==> src/sv/bpk_pkg.sv <==
// Shared types, command codes and checksum arithmetic for the bit packer.
package bpk_pkg;

  typedef enum logic [2:0] {
    CMD_ADD      = 3'd0,
    CMD_FLUSH    = 3'd1,
    CMD_LRC      = 3'd2,
    CMD_FLETCHER = 3'd3,
    CMD_START    = 3'd4
  } cmd_t;

  typedef struct packed {
    logic clr;
    logic lrc;
    logic f2;
    logic f1;
  } job_ctl_t;

  localparam int CMD_W   = 3;
  localparam int NBITS_W = 6;
  localparam int BYTE_W  = 8;

  localparam logic [BYTE_W-1:0] FSUM_INIT = 8'hff;
  localparam logic [BYTE_W-1:0] XOR_INIT  = 8'h00;

  function automatic logic [BYTE_W-1:0] mod255_add(input logic [BYTE_W-1:0] a,
                                                   input logic [BYTE_W-1:0] b);
    logic [BYTE_W:0] t;
    t = {1'b0, a} + {1'b0, b};
    if (t > {1'b0, FSUM_INIT}) begin
      t = t - {1'b0, FSUM_INIT};
    end
    return t[BYTE_W-1:0];
  endfunction

endpackage

==> src/sv/bpk_pack.sv <==
// Request stage: merges the partial byte with appended bits and builds the byte job.
module bpk_pack
  import bpk_pkg::*;
#(
  parameter int VALUE_BITS = 32,
  parameter int NBYTE      = 5,
  parameter int IN_W       = 48
) (
  input  logic                               clk,
  input  logic                               rst_n,
  input  logic                               in_tvalid,
  output logic                               in_tready,
  input  logic [IN_W-1:0]                    in_tdata,
  input  logic                               emit_rdy,
  output logic                               ld,
  output logic [NBYTE*BYTE_W-1:0]            ld_buf,
  output logic [$clog2(NBYTE+1)-1:0]         ld_cnt,
  output job_ctl_t                           ld_ctl
);

  localparam int BUF_W = NBYTE * BYTE_W;
  localparam int CNT_W = $clog2(NBYTE + 1);
  localparam int TOT_W = CNT_W + 3;
  localparam int NB_W  = $clog2(VALUE_BITS + 1);

  logic [BYTE_W-1:0]     partial_r, partial_nxt;
  logic [2:0]            fill_r, fill_nxt;
  logic [CMD_W-1:0]      cmd;
  logic [VALUE_BITS-1:0] value;
  logic [NBITS_W-1:0]    nbits;
  logic [NB_W-1:0]       n;
  logic [VALUE_BITS-1:0] masked;
  logic [BUF_W-1:0]      add_buf;
  logic [BUF_W-1:0]      rest;
  logic [TOT_W-1:0]      total;
  logic [CNT_W-1:0]      add_cnt;

  assign cmd   = in_tdata[CMD_W-1:0];
  assign value = in_tdata[CMD_W +: VALUE_BITS];
  assign nbits = in_tdata[CMD_W+VALUE_BITS +: NBITS_W];

  assign in_tready = emit_rdy;
  assign ld        = in_tvalid & in_tready;

  always_comb begin
    if (32'(nbits) > 32'(VALUE_BITS)) begin
      n = NB_W'(VALUE_BITS);
    end else begin
      n = NB_W'(nbits);
    end
  end

  assign masked  = value & ~({VALUE_BITS{1'b1}} << n);
  assign add_buf = BUF_W'(partial_r) | (BUF_W'(masked) << fill_r);
  assign total   = TOT_W'(fill_r) + TOT_W'(n);
  assign add_cnt = total[TOT_W-1:3];
  assign rest    = add_buf >> {add_cnt, 3'b000};

  always_comb begin
    partial_nxt = partial_r;
    fill_nxt    = fill_r;
    ld_buf      = BUF_W'(partial_r);
    ld_cnt      = CNT_W'(fill_r != 3'd0);
    ld_ctl      = '0;
    case (cmd_t'(cmd))
      CMD_ADD: begin
        ld_buf      = add_buf;
        ld_cnt      = add_cnt;
        partial_nxt = rest[BYTE_W-1:0];
        fill_nxt    = total[2:0];
      end
      CMD_FLUSH: begin
        partial_nxt = '0;
        fill_nxt    = '0;
      end
      CMD_LRC: begin
        partial_nxt = '0;
        fill_nxt    = '0;
        ld_ctl.lrc  = 1'b1;
      end
      CMD_FLETCHER: begin
        partial_nxt = '0;
        fill_nxt    = '0;
        ld_ctl.f2   = 1'b1;
        ld_ctl.f1   = 1'b1;
      end
      CMD_START: begin
        partial_nxt = '0;
        fill_nxt    = '0;
        ld_cnt      = '0;
        ld_ctl.clr  = 1'b1;
      end
      default: begin
        ld_cnt = '0;
      end
    endcase
  end

  always_ff @(posedge clk) begin
    if (!rst_n) begin
      partial_r <= '0;
      fill_r    <= '0;
    end else if (ld) begin
      partial_r <= partial_nxt;
      fill_r    <= fill_nxt;
    end
  end

endmodule

==> src/sv/bpk_emit.sv <==
// Byte emitter: drains the job one byte a cycle unless stalled; LRC/Fletcher sums; output reg.
module bpk_emit
  import bpk_pkg::*;
#(
  parameter int NBYTE = 5
) (
  input  logic                        clk,
  input  logic                        rst_n,
  input  logic                        ld,
  input  logic [NBYTE*BYTE_W-1:0]     ld_buf,
  input  logic [$clog2(NBYTE+1)-1:0]  ld_cnt,
  input  job_ctl_t                    ld_ctl,
  output logic                        emit_rdy,
  output logic                        out_tvalid,
  input  logic                        out_tready,
  output logic [BYTE_W-1:0]           out_tdata,
  output logic                        out_tlast
);

  localparam int BUF_W = NBYTE * BYTE_W;
  localparam int CNT_W = $clog2(NBYTE + 1);

  logic [BUF_W-1:0]  buf_r, buf_nxt;
  logic [CNT_W-1:0]  cnt_r, cnt_nxt;
  logic              lrc_r, lrc_nxt;
  logic              f2_r, f2_nxt;
  logic              f1_r, f1_nxt;
  logic [BYTE_W-1:0] xor_r, xor_nxt;
  logic [BYTE_W-1:0] s1_r, s1_nxt;
  logic [BYTE_W-1:0] s2_r, s2_nxt;
  logic [BYTE_W-1:0] hold_r;
  logic              ovalid_r;
  logic [BYTE_W-1:0] obyte_r;
  logic              olast_r;
  logic              busy;
  logic              fire;
  logic              fin;
  logic              has_data;
  logic [BYTE_W-1:0] emit_byte;
  logic [CNT_W-1:0]  a_cnt;
  logic              a_lrc, a_f2, a_f1;

  assign has_data = (cnt_r != '0);
  assign busy     = has_data | lrc_r | f2_r | f1_r;
  assign fire     = busy & (!ovalid_r | out_tready);

  always_comb begin
    a_cnt = cnt_r;
    a_lrc = lrc_r;
    a_f2  = f2_r;
    a_f1  = f1_r;
    if (has_data) begin
      emit_byte = buf_r[BYTE_W-1:0];
      a_cnt     = cnt_r - CNT_W'(1);
    end else if (lrc_r) begin
      emit_byte = xor_r;
      a_lrc     = 1'b0;
    end else if (f2_r) begin
      emit_byte = s2_r;
      a_f2      = 1'b0;
    end else begin
      emit_byte = hold_r;
      a_f1      = 1'b0;
    end
  end

  assign fin      = (a_cnt == '0) & !a_lrc & !a_f2 & !a_f1;
  assign emit_rdy = !busy | (fire & fin);

  always_comb begin
    buf_nxt = buf_r;
    cnt_nxt = cnt_r;
    lrc_nxt = lrc_r;
    f2_nxt  = f2_r;
    f1_nxt  = f1_r;
    xor_nxt = xor_r;
    s1_nxt  = s1_r;
    s2_nxt  = s2_r;
    if (fire) begin
      buf_nxt = buf_r >> BYTE_W;
      cnt_nxt = a_cnt;
      lrc_nxt = a_lrc;
      f2_nxt  = a_f2;
      f1_nxt  = a_f1;
      xor_nxt = xor_r ^ emit_byte;
      s1_nxt  = mod255_add(s1_r, emit_byte);
      s2_nxt  = mod255_add(s2_r, s1_nxt);
    end
    if (ld) begin
      buf_nxt = ld_buf;
      cnt_nxt = ld_cnt;
      lrc_nxt = ld_ctl.lrc;
      f2_nxt  = ld_ctl.f2;
      f1_nxt  = ld_ctl.f1;
      if (ld_ctl.clr) begin
        xor_nxt = XOR_INIT;
        s1_nxt  = FSUM_INIT;
        s2_nxt  = FSUM_INIT;
      end
    end
  end

  always_ff @(posedge clk) begin
    buf_r <= buf_nxt;
    if (fire && !has_data && !lrc_r && f2_r) begin
      hold_r <= s1_r;
    end
    if (fire) begin
      obyte_r <= emit_byte;
      olast_r <= fin;
    end
  end

  always_ff @(posedge clk) begin
    if (!rst_n) begin
      cnt_r    <= '0;
      lrc_r    <= 1'b0;
      f2_r     <= 1'b0;
      f1_r     <= 1'b0;
      xor_r    <= XOR_INIT;
      s1_r     <= FSUM_INIT;
      s2_r     <= FSUM_INIT;
      ovalid_r <= 1'b0;
    end else begin
      cnt_r <= cnt_nxt;
      lrc_r <= lrc_nxt;
      f2_r  <= f2_nxt;
      f1_r  <= f1_nxt;
      xor_r <= xor_nxt;
      s1_r  <= s1_nxt;
      s2_r  <= s2_nxt;
      if (fire) begin
        ovalid_r <= 1'b1;
      end else if (out_tready) begin
        ovalid_r <= 1'b0;
      end
    end
  end

  assign out_tvalid = ovalid_r;
  assign out_tdata  = obyte_r;
  assign out_tlast  = olast_r;

  a_load_idle: assert property (@(posedge clk) disable iff (!rst_n)
    ld |-> (!busy || (fire && fin)))
    else $error("job loaded over pending bytes");

  a_fire_shows: assert property (@(posedge clk) disable iff (!rst_n)
    fire |=> ovalid_r)
    else $error("emitted byte not presented");

  a_f2_before_f1: assert property (@(posedge clk) disable iff (!rst_n)
    f2_r |-> f1_r)
    else $error("fletcher sum2 pending without sum1");

  a_check_kind: assert property (@(posedge clk) disable iff (!rst_n)
    !(lrc_r && f2_r))
    else $error("lrc and fletcher both pending");

endmodule

==> src/sv/lsb_first_bit_packer_with_checksums.sv <==
// Top level: LSB-first bit packer with LRC and Fletcher-16 check bytes.
// A request's bytes go from the emitter's job registers through the one output register to out_*.
// A new request is accepted as the last byte of the previous one fires; one with no bytes
// adds no wait. Bytes drain one per cycle through the emitter, unless out_tready stalls them.
// Reset (rst_n low, synchronous): partial byte empty, LRC 0, both Fletcher sums 255.
module lsb_first_bit_packer_with_checksums
  import bpk_pkg::*;
#(
  parameter int VALUE_BITS = 32
) (
  input  logic                                             clk,
  input  logic                                             rst_n,
  input  logic                                             in_tvalid,
  output logic                                             in_tready,
  // cmd[2:0], value[VALUE_BITS+2:3], nbits[VALUE_BITS+8:VALUE_BITS+3], zero fill
  input  logic [((CMD_W+VALUE_BITS+NBITS_W+7)/8)*8-1:0]   in_tdata,
  output logic                                             out_tvalid,
  input  logic                                             out_tready,
  // out_byte[7:0]
  output logic [BYTE_W-1:0]                                out_tdata,
  output logic                                             out_tlast
);

  localparam int IN_W  = ((CMD_W + VALUE_BITS + NBITS_W + 7) / 8) * 8;
  localparam int NBYTE = (VALUE_BITS + 14) / 8;
  localparam int CNT_W = $clog2(NBYTE + 1);

  logic                    emit_rdy;
  logic                    ld;
  logic [NBYTE*BYTE_W-1:0] ld_buf;
  logic [CNT_W-1:0]        ld_cnt;
  job_ctl_t                ld_ctl;

  bpk_pack #(
    .VALUE_BITS (VALUE_BITS),
    .NBYTE      (NBYTE),
    .IN_W       (IN_W)
  ) u_pack (
    .clk       (clk),
    .rst_n     (rst_n),
    .in_tvalid (in_tvalid),
    .in_tready (in_tready),
    .in_tdata  (in_tdata),
    .emit_rdy  (emit_rdy),
    .ld        (ld),
    .ld_buf    (ld_buf),
    .ld_cnt    (ld_cnt),
    .ld_ctl    (ld_ctl)
  );

  bpk_emit #(
    .NBYTE (NBYTE)
  ) u_emit (
    .clk        (clk),
    .rst_n      (rst_n),
    .ld         (ld),
    .ld_buf     (ld_buf),
    .ld_cnt     (ld_cnt),
    .ld_ctl     (ld_ctl),
    .emit_rdy   (emit_rdy),
    .out_tvalid (out_tvalid),
    .out_tready (out_tready),
    .out_tdata  (out_tdata),
    .out_tlast  (out_tlast)
  );

endmodule
==> config.mk <==
export PLATFORM = sky130hd
export DESIGN_NAME = lsb_first_bit_packer_with_checksums
export DESIGN_NICKNAME = d
export VERILOG_FILES = /design/src/sv/bpk_pkg.sv /design/src/sv/bpk_pack.sv /design/src/sv/bpk_emit.sv /design/src/sv/lsb_first_bit_packer_with_checksums.sv
export SDC_FILE = /design/constraint.sdc
export NUM_CORES = 1
export LEC_CHECK = 0
export ABC_AREA = 1
export BUFFER_PORTS_ARGS = -buffer_cell sky130_fd_sc_hd__buf_2
export CORE_MARGIN = 2
export CORE_UTILIZATION = 55
export DETAILED_ROUTE_END_ITERATION = 12
export MAX_ROUTING_LAYER = met4
export PLACE_DENSITY = 0.73
export SYNTH_ARGS = -nofsm -noshare
export SYNTH_HDL_FRONTEND = slang
export SYNTH_SLANG_ARGS = --single-unit
export TNS_END_PERCENT = 1
==> constraint.sdc <==
create_clock -name clk -period 16.75 [get_ports clk]
set_input_delay 2.5125 -clock clk [delete_from_list [all_inputs] [get_ports clk]]
set_output_delay 2.5125 -clock clk [all_outputs]
set_load 0.005 [all_outputs]
After elaboration in Yosys (flattened, before gate mapping):

Index checks and enable logic that the tools add are counted.

* add/sub/neg operators: 6
* magnitude comparators: 3
* eq/ne operators: 4
* shifts and indexed selects: 3
* multiplexer cells: 42
* bitwise logic cells: 15
* reduce and logical (&&, ||, !) cells: 20

Operators by type and width (number)
* $mux 40: 3
* $mux 8: 15
* $or 8x40->40: 1
* $shl 32x3->40: 1
* $shr 40x6->8: 1
* $and 32x32->32: 1
* $not 32->32: 1
* $shl 32x6->32 const A: 1
* $add 8x8->9: 2
* $gt 9x8->1 const B: 2
* $mux 1: 16
* $pmux 8 s2: 1
* $sub 8x8->8 const B: 2
* $pmux 3 s2: 2
* $mux 3: 3
* $xor 8x8->8: 1
* $logic_not 1->1: 7
* $add 3x6->6: 1
* $and 1x1->1: 6
* $eq 3x2->1 const B: 2
* $gt 6x6->1 const B: 1
* $logic_not 3->1: 2
* $mux 6: 1
* $reduce_bool 2->1: 3
* other kinds (10): 17

* flip-flop bits (word level): 99
* input port bits: 52
* output and inout port bits: 11
* word-level logic and storage cells: 107

Depth between registers and ports, before layout:

* depth in word-level cells: 13
* depth in mapped cells: 38
* depth with buffers taken out: 36

By module:

Synthesis repeated with hierarchy kept, for this count alone.

* cell total of the unflattened synthesis: 1224
* area total of the unflattened synthesis: 7945.1 um^2

Modules (own cells, without submodules)
* bpk_emit: instances 1, cells each 642, area each 5052.3 um^2, seq. area each 2332.2 um^2
* bpk_pack: instances 1, cells each 582, area each 2892.8 um^2, seq. area each 220.2 um^2

Least setup slack after synthesis:

No wires, ideal clock.

* kind: input-to-output
* start: in out_tready
* end: out in_tready
* data arrival time: 2.833 ns
* data required time: 14.237 ns
* setup slack: 11.404 ns
* cell stages on the path: 4
* path buffers: 0
* path through: nor2_1 > inv_1 > nand2_1 > nand2_2

* cells in the longest elaborated chain, start to end: 4

RTL lines
* from (decl): line lsb_first_bit_packer_with_checksums.sv:18 `input logic out_tready,`
* $or 1x1->1: line bpk_emit.sv:45 `assign fire = busy & (!ovalid_r | out_tready);`
* $and 1x1->1: line bpk_emit.sv:45
* $and 1x1->1: line bpk_emit.sv:68 `assign emit_rdy = !busy | (fire & fin);`
* $or 1x1->1: line bpk_emit.sv:68
* to (decl): line lsb_first_bit_packer_with_checksums.sv:14 `output logic in_tready,`

Every way passes these cells.

Worst setup path after layout:

* start: reg u_emit.cnt_r[0]
* end: reg u_emit.s2_r[1]

* cells in the longest elaborated chain, start to end: 12
* elaborated cells on any way between the ends: 34
* those cells by class: 5 x add/sub; 2 x order compare; 11 x mux; 10 x bitwise; 6 x reduce/logical

RTL lines
* from (decl): line bpk_emit.sv:24 `logic [CNT_W-1:0] cnt_r, cnt_nxt;`
* from (signal assigned): line bpk_emit.sv:125 `cnt_r <= cnt_nxt;`
* $reduce_bool 3->1 (*): line bpk_emit.sv:43 `assign has_data = (cnt_r != '0);`
* $mux 8 (*): line bpk_emit.sv:52 `if (has_data) begin`
* named net u_emit.emit_byte[0]: line bpk_emit.sv:39 `logic [BYTE_W-1:0] emit_byte;`
* $add 8x8->9 (*): line bpk_pkg.sv:29 `t = {1'b0, a} + {1'b0, b};`
* $sub 8x8->8 / $gt 9x8->1 (equally long branches): line bpk_pkg.sv:31, bpk_pkg.sv:30
* $mux 8 (*): line bpk_pkg.sv:30 `if (t > {1'b0, FSUM_INIT}) begin`
* $mux 8 (*): line bpk_emit.sv:79 `if (fire) begin`
* $add 8x8->9 (*): line bpk_pkg.sv:29
* $sub 8x8->8 / $gt 9x8->1 (equally long branches): line bpk_pkg.sv:31, bpk_pkg.sv:30
* $mux 8 (*): line bpk_pkg.sv:30
* $mux 8 (*): line bpk_emit.sv:79
* $mux 8: line bpk_emit.sv:95 `if (ld_ctl.clr) begin`
* $mux 8 (*): line bpk_emit.sv:89 `if (ld) begin`
* to (signal assigned): line bpk_emit.sv:131 `s2_r <= s2_nxt;`
* to (decl): line bpk_emit.sv:30 `logic [BYTE_W-1:0] s2_r, s2_nxt;`

The timed path passes the listed nets; every way through them passes the cells marked *. The select of a mux whose other input is x is not followed.
A chain may end at the register's enable or synchronous reset.

==> flow_summary.yaml <==
timing:
  rsz0062_at_grt: "no"
  tns_ps: 0
  slew_headroom: 0.308
  fmax_ghz: 0.163
  finalCritPeriodShare: 0.366
  hold_violations: 0
  skew_ps: 10.3
  post-route-min-period_ps: 6130
  slew_viol_final: 0
  setup_viol_count_final: 0
  worstMarginPinSlew_ps: 1030
route:
  drt_iter0_markers: 684
  wl_per_cell_um: 15.7
  wl_um: 19100
  drc: 0
  ant_nets: 0
  vias_per_cell: 5.84
  vias: 7124
  first_pass_iters: 5
grt:
  grt_overflow: 0
  grt_max_degree: 48
  antenna_found_initial: 0
  grt_usage: 0.283
  grt_pass1_vias: 6355
  grt_pass1_wl_um: 31300
synth:
  synth_flop_cell: "edfxtp_1"
  synth_edf_count: 56
  synth_fp_nets: 1095
  syn_area_um2: 7240
  synth_seq_cells: 98
  ys_top_cells_by_count: "262 x nand2_1, 207 x nand3_1, 79 x inv_1, 59 x nor2_1, 56 x edfxtp_1"
  yosysUniqueCellTypes: 46
  synth.avg_cell_area_um2: 7.12
  ys_top_cells_by_area: "edfxtp_1 23%, nand3_1 14%, nand2_1 14%"
  synth_top_area_frac: 0.232
  synth-async-reset-ratio: 0
  synth_seq_area_share: 0.349
  ys_warn_count: 0
  yosysTopAreaCell: "edfxtp_1"
  yosysMostFrequentCell: "nand2_1"
  synth_cells: 1016
clock_tree:
  post_cts_buffers: 0
  cts_resized: 0
  numCtsBuffers: 9
  clk_latency_ps: 350
  cts_tree: "yes"
  cts_root_buffer: "clkbuf_16"
  hold_buffers: 0
  htree_num_levels: 3
  path_clk_slew_ps: 70
  cts_sinks: 98
  clockBufferDepth: 2
critical_path:
  slowest_delay_ps: 460
  worst-setup-path-type: "flop to flop"
  crit_slowest_cell: "fa_1"
  cp.arrival_ps: 6400
  crit_required_ps: 17020
  end_kind: "flop"
  critPathLaunch: "u_emit.cnt_r[0]"
  path_max_fanout: 15
  cp-start-kind: "flop"
  rr_startpoint: "u_emit.cnt_r[0]"
finish:
  nets: 1122
  fill_cells: 1199
  syn_to_final_growth_pct: 8.75
  drive_gt1_frac: 0.106
  diodes: 0
floorplan:
  initial_core_util: 0.569
  dieArea_um2: 14100
  coreArea_um2: 12700
  std_cell_rows: 41
  die_w_um: 119
  die_h_um: 119
  io_pins: 63
worst_hold_path:
  hp-start: "u_emit.s1_r[0]"
  hold_path_class: "flop to flop"
placed_design:
  hpwl_um: 14100
  place.gp.congestion: 1.02
  port_buffers: 55
outcome:
  status: "complete, no violations"
run:
  max_cap_violations: 0
==> flip-flops by register name (all words and copies together) (netlist names) <==
register / cells
u_emit.f1_r: 1
u_emit.out_tlast: 1
u_emit.buf_r: 39
u_emit.out_tvalid: 1
u_emit.out_tdata: 8
u_emit.hold_r: 8
u_emit.cnt_r: 3
u_emit.f2_r: 1
u_emit.lrc_r: 1
u_pack.partial_r: 8
u_pack.fill_r: 3
u_emit.xor_r: 8
u_emit.s1_r: 8
u_emit.s2_r: 8
==> per-stage QoR <==
stage	setup WS [ps]	instance area [um^2]	util	cells	hold WS, ps
3_5_place_dp	10710	7570	0.595	1204	453
2_1_floorplan	11400	7240	-	1016	435
6_report	10620	7870	0.619	1220	468
4_1_cts	10660	7870	0.619	1220	465
5_1_grt	10000	7870	0.619	1220	482
3_3_place_gp	10760	7570	0.595	1204	448
==> worst max-delay path, delay by kind of cell, from the launching register on <==
kind,cells,cell delay (ps)
adder cells (fa/ha/maj),5,1570
XOR/XNOR,2,530
flip-flops,1,310
buffers and inverters,5,510
AND/OR/NAND/NOR,16,2410
AO/OA/AOI/OAI,3,680
==> logic make-up after synthesis <==
family	share of synthesized area
AND/OR/NAND/NOR	0.367
AO/OA/AOI/OAI	0.127
buffers and inverters	0.0745
flip-flops	0.349
adder cells (fa/ha/maj)	0.0498
XOR/XNOR	0.0335
==> area by class of cell <==
type	count	area, um^2	area share
multi-input cells	784	4180	0.531
repair buffers	61	320	0.0407
inverters	89	334	0.0424
well taps	172	215	0.0273
clock buffers	12	268	0.0340
flip-flops and latches	98	2520	0.321
clock inverters	4	32.5	0.00413
==> worst paths after layout <==
check | depth (start not counted) | slack [ps] | end
min | 0 | 470 | u_emit.hold_r[0]
max | 31 | 10620 | u_emit.s2_r[1]
max reg2reg | 31 | 10620 | u_emit.s2_r[1]
min reg2reg | 0 | 470 | u_emit.hold_r[0]
==> cells in the final DEF (no fill, tap or decap), types with 5 or more instances in the layout <==
cell / n
a21oi_1: 54
a22o_1: 21
buf_2: 55
buf_4: 6
clkbuf_16: 10
dfxtp_1: 42
edfxtp_1: 56
ha_1: 24
inv_1: 79
inv_2: 7
nand2_1: 261
nand3_1: 207
nand4_1: 32
nor2_1: 59
nor2_2: 6
o211ai_1: 12
o21ai_0: 31
o221ai_1: 5
xnor2_1: 9
xor2_1: 15
==> routing by layer <==
layer / share of wire / global-route usage / vias to the layer above
met2: 0.43 / 0.404 / 230
met4: 0.015 / 0.0737 / 0
met1: 0.49 / 0.424 / 3304
met3: 0.067 / 0.0352 / 28
li1: - / - / 3562
met5: 0 / - / -
Power is not shown: default switching activity piles up to over one toggle a cycle in this logic, so the estimate is an artifact.
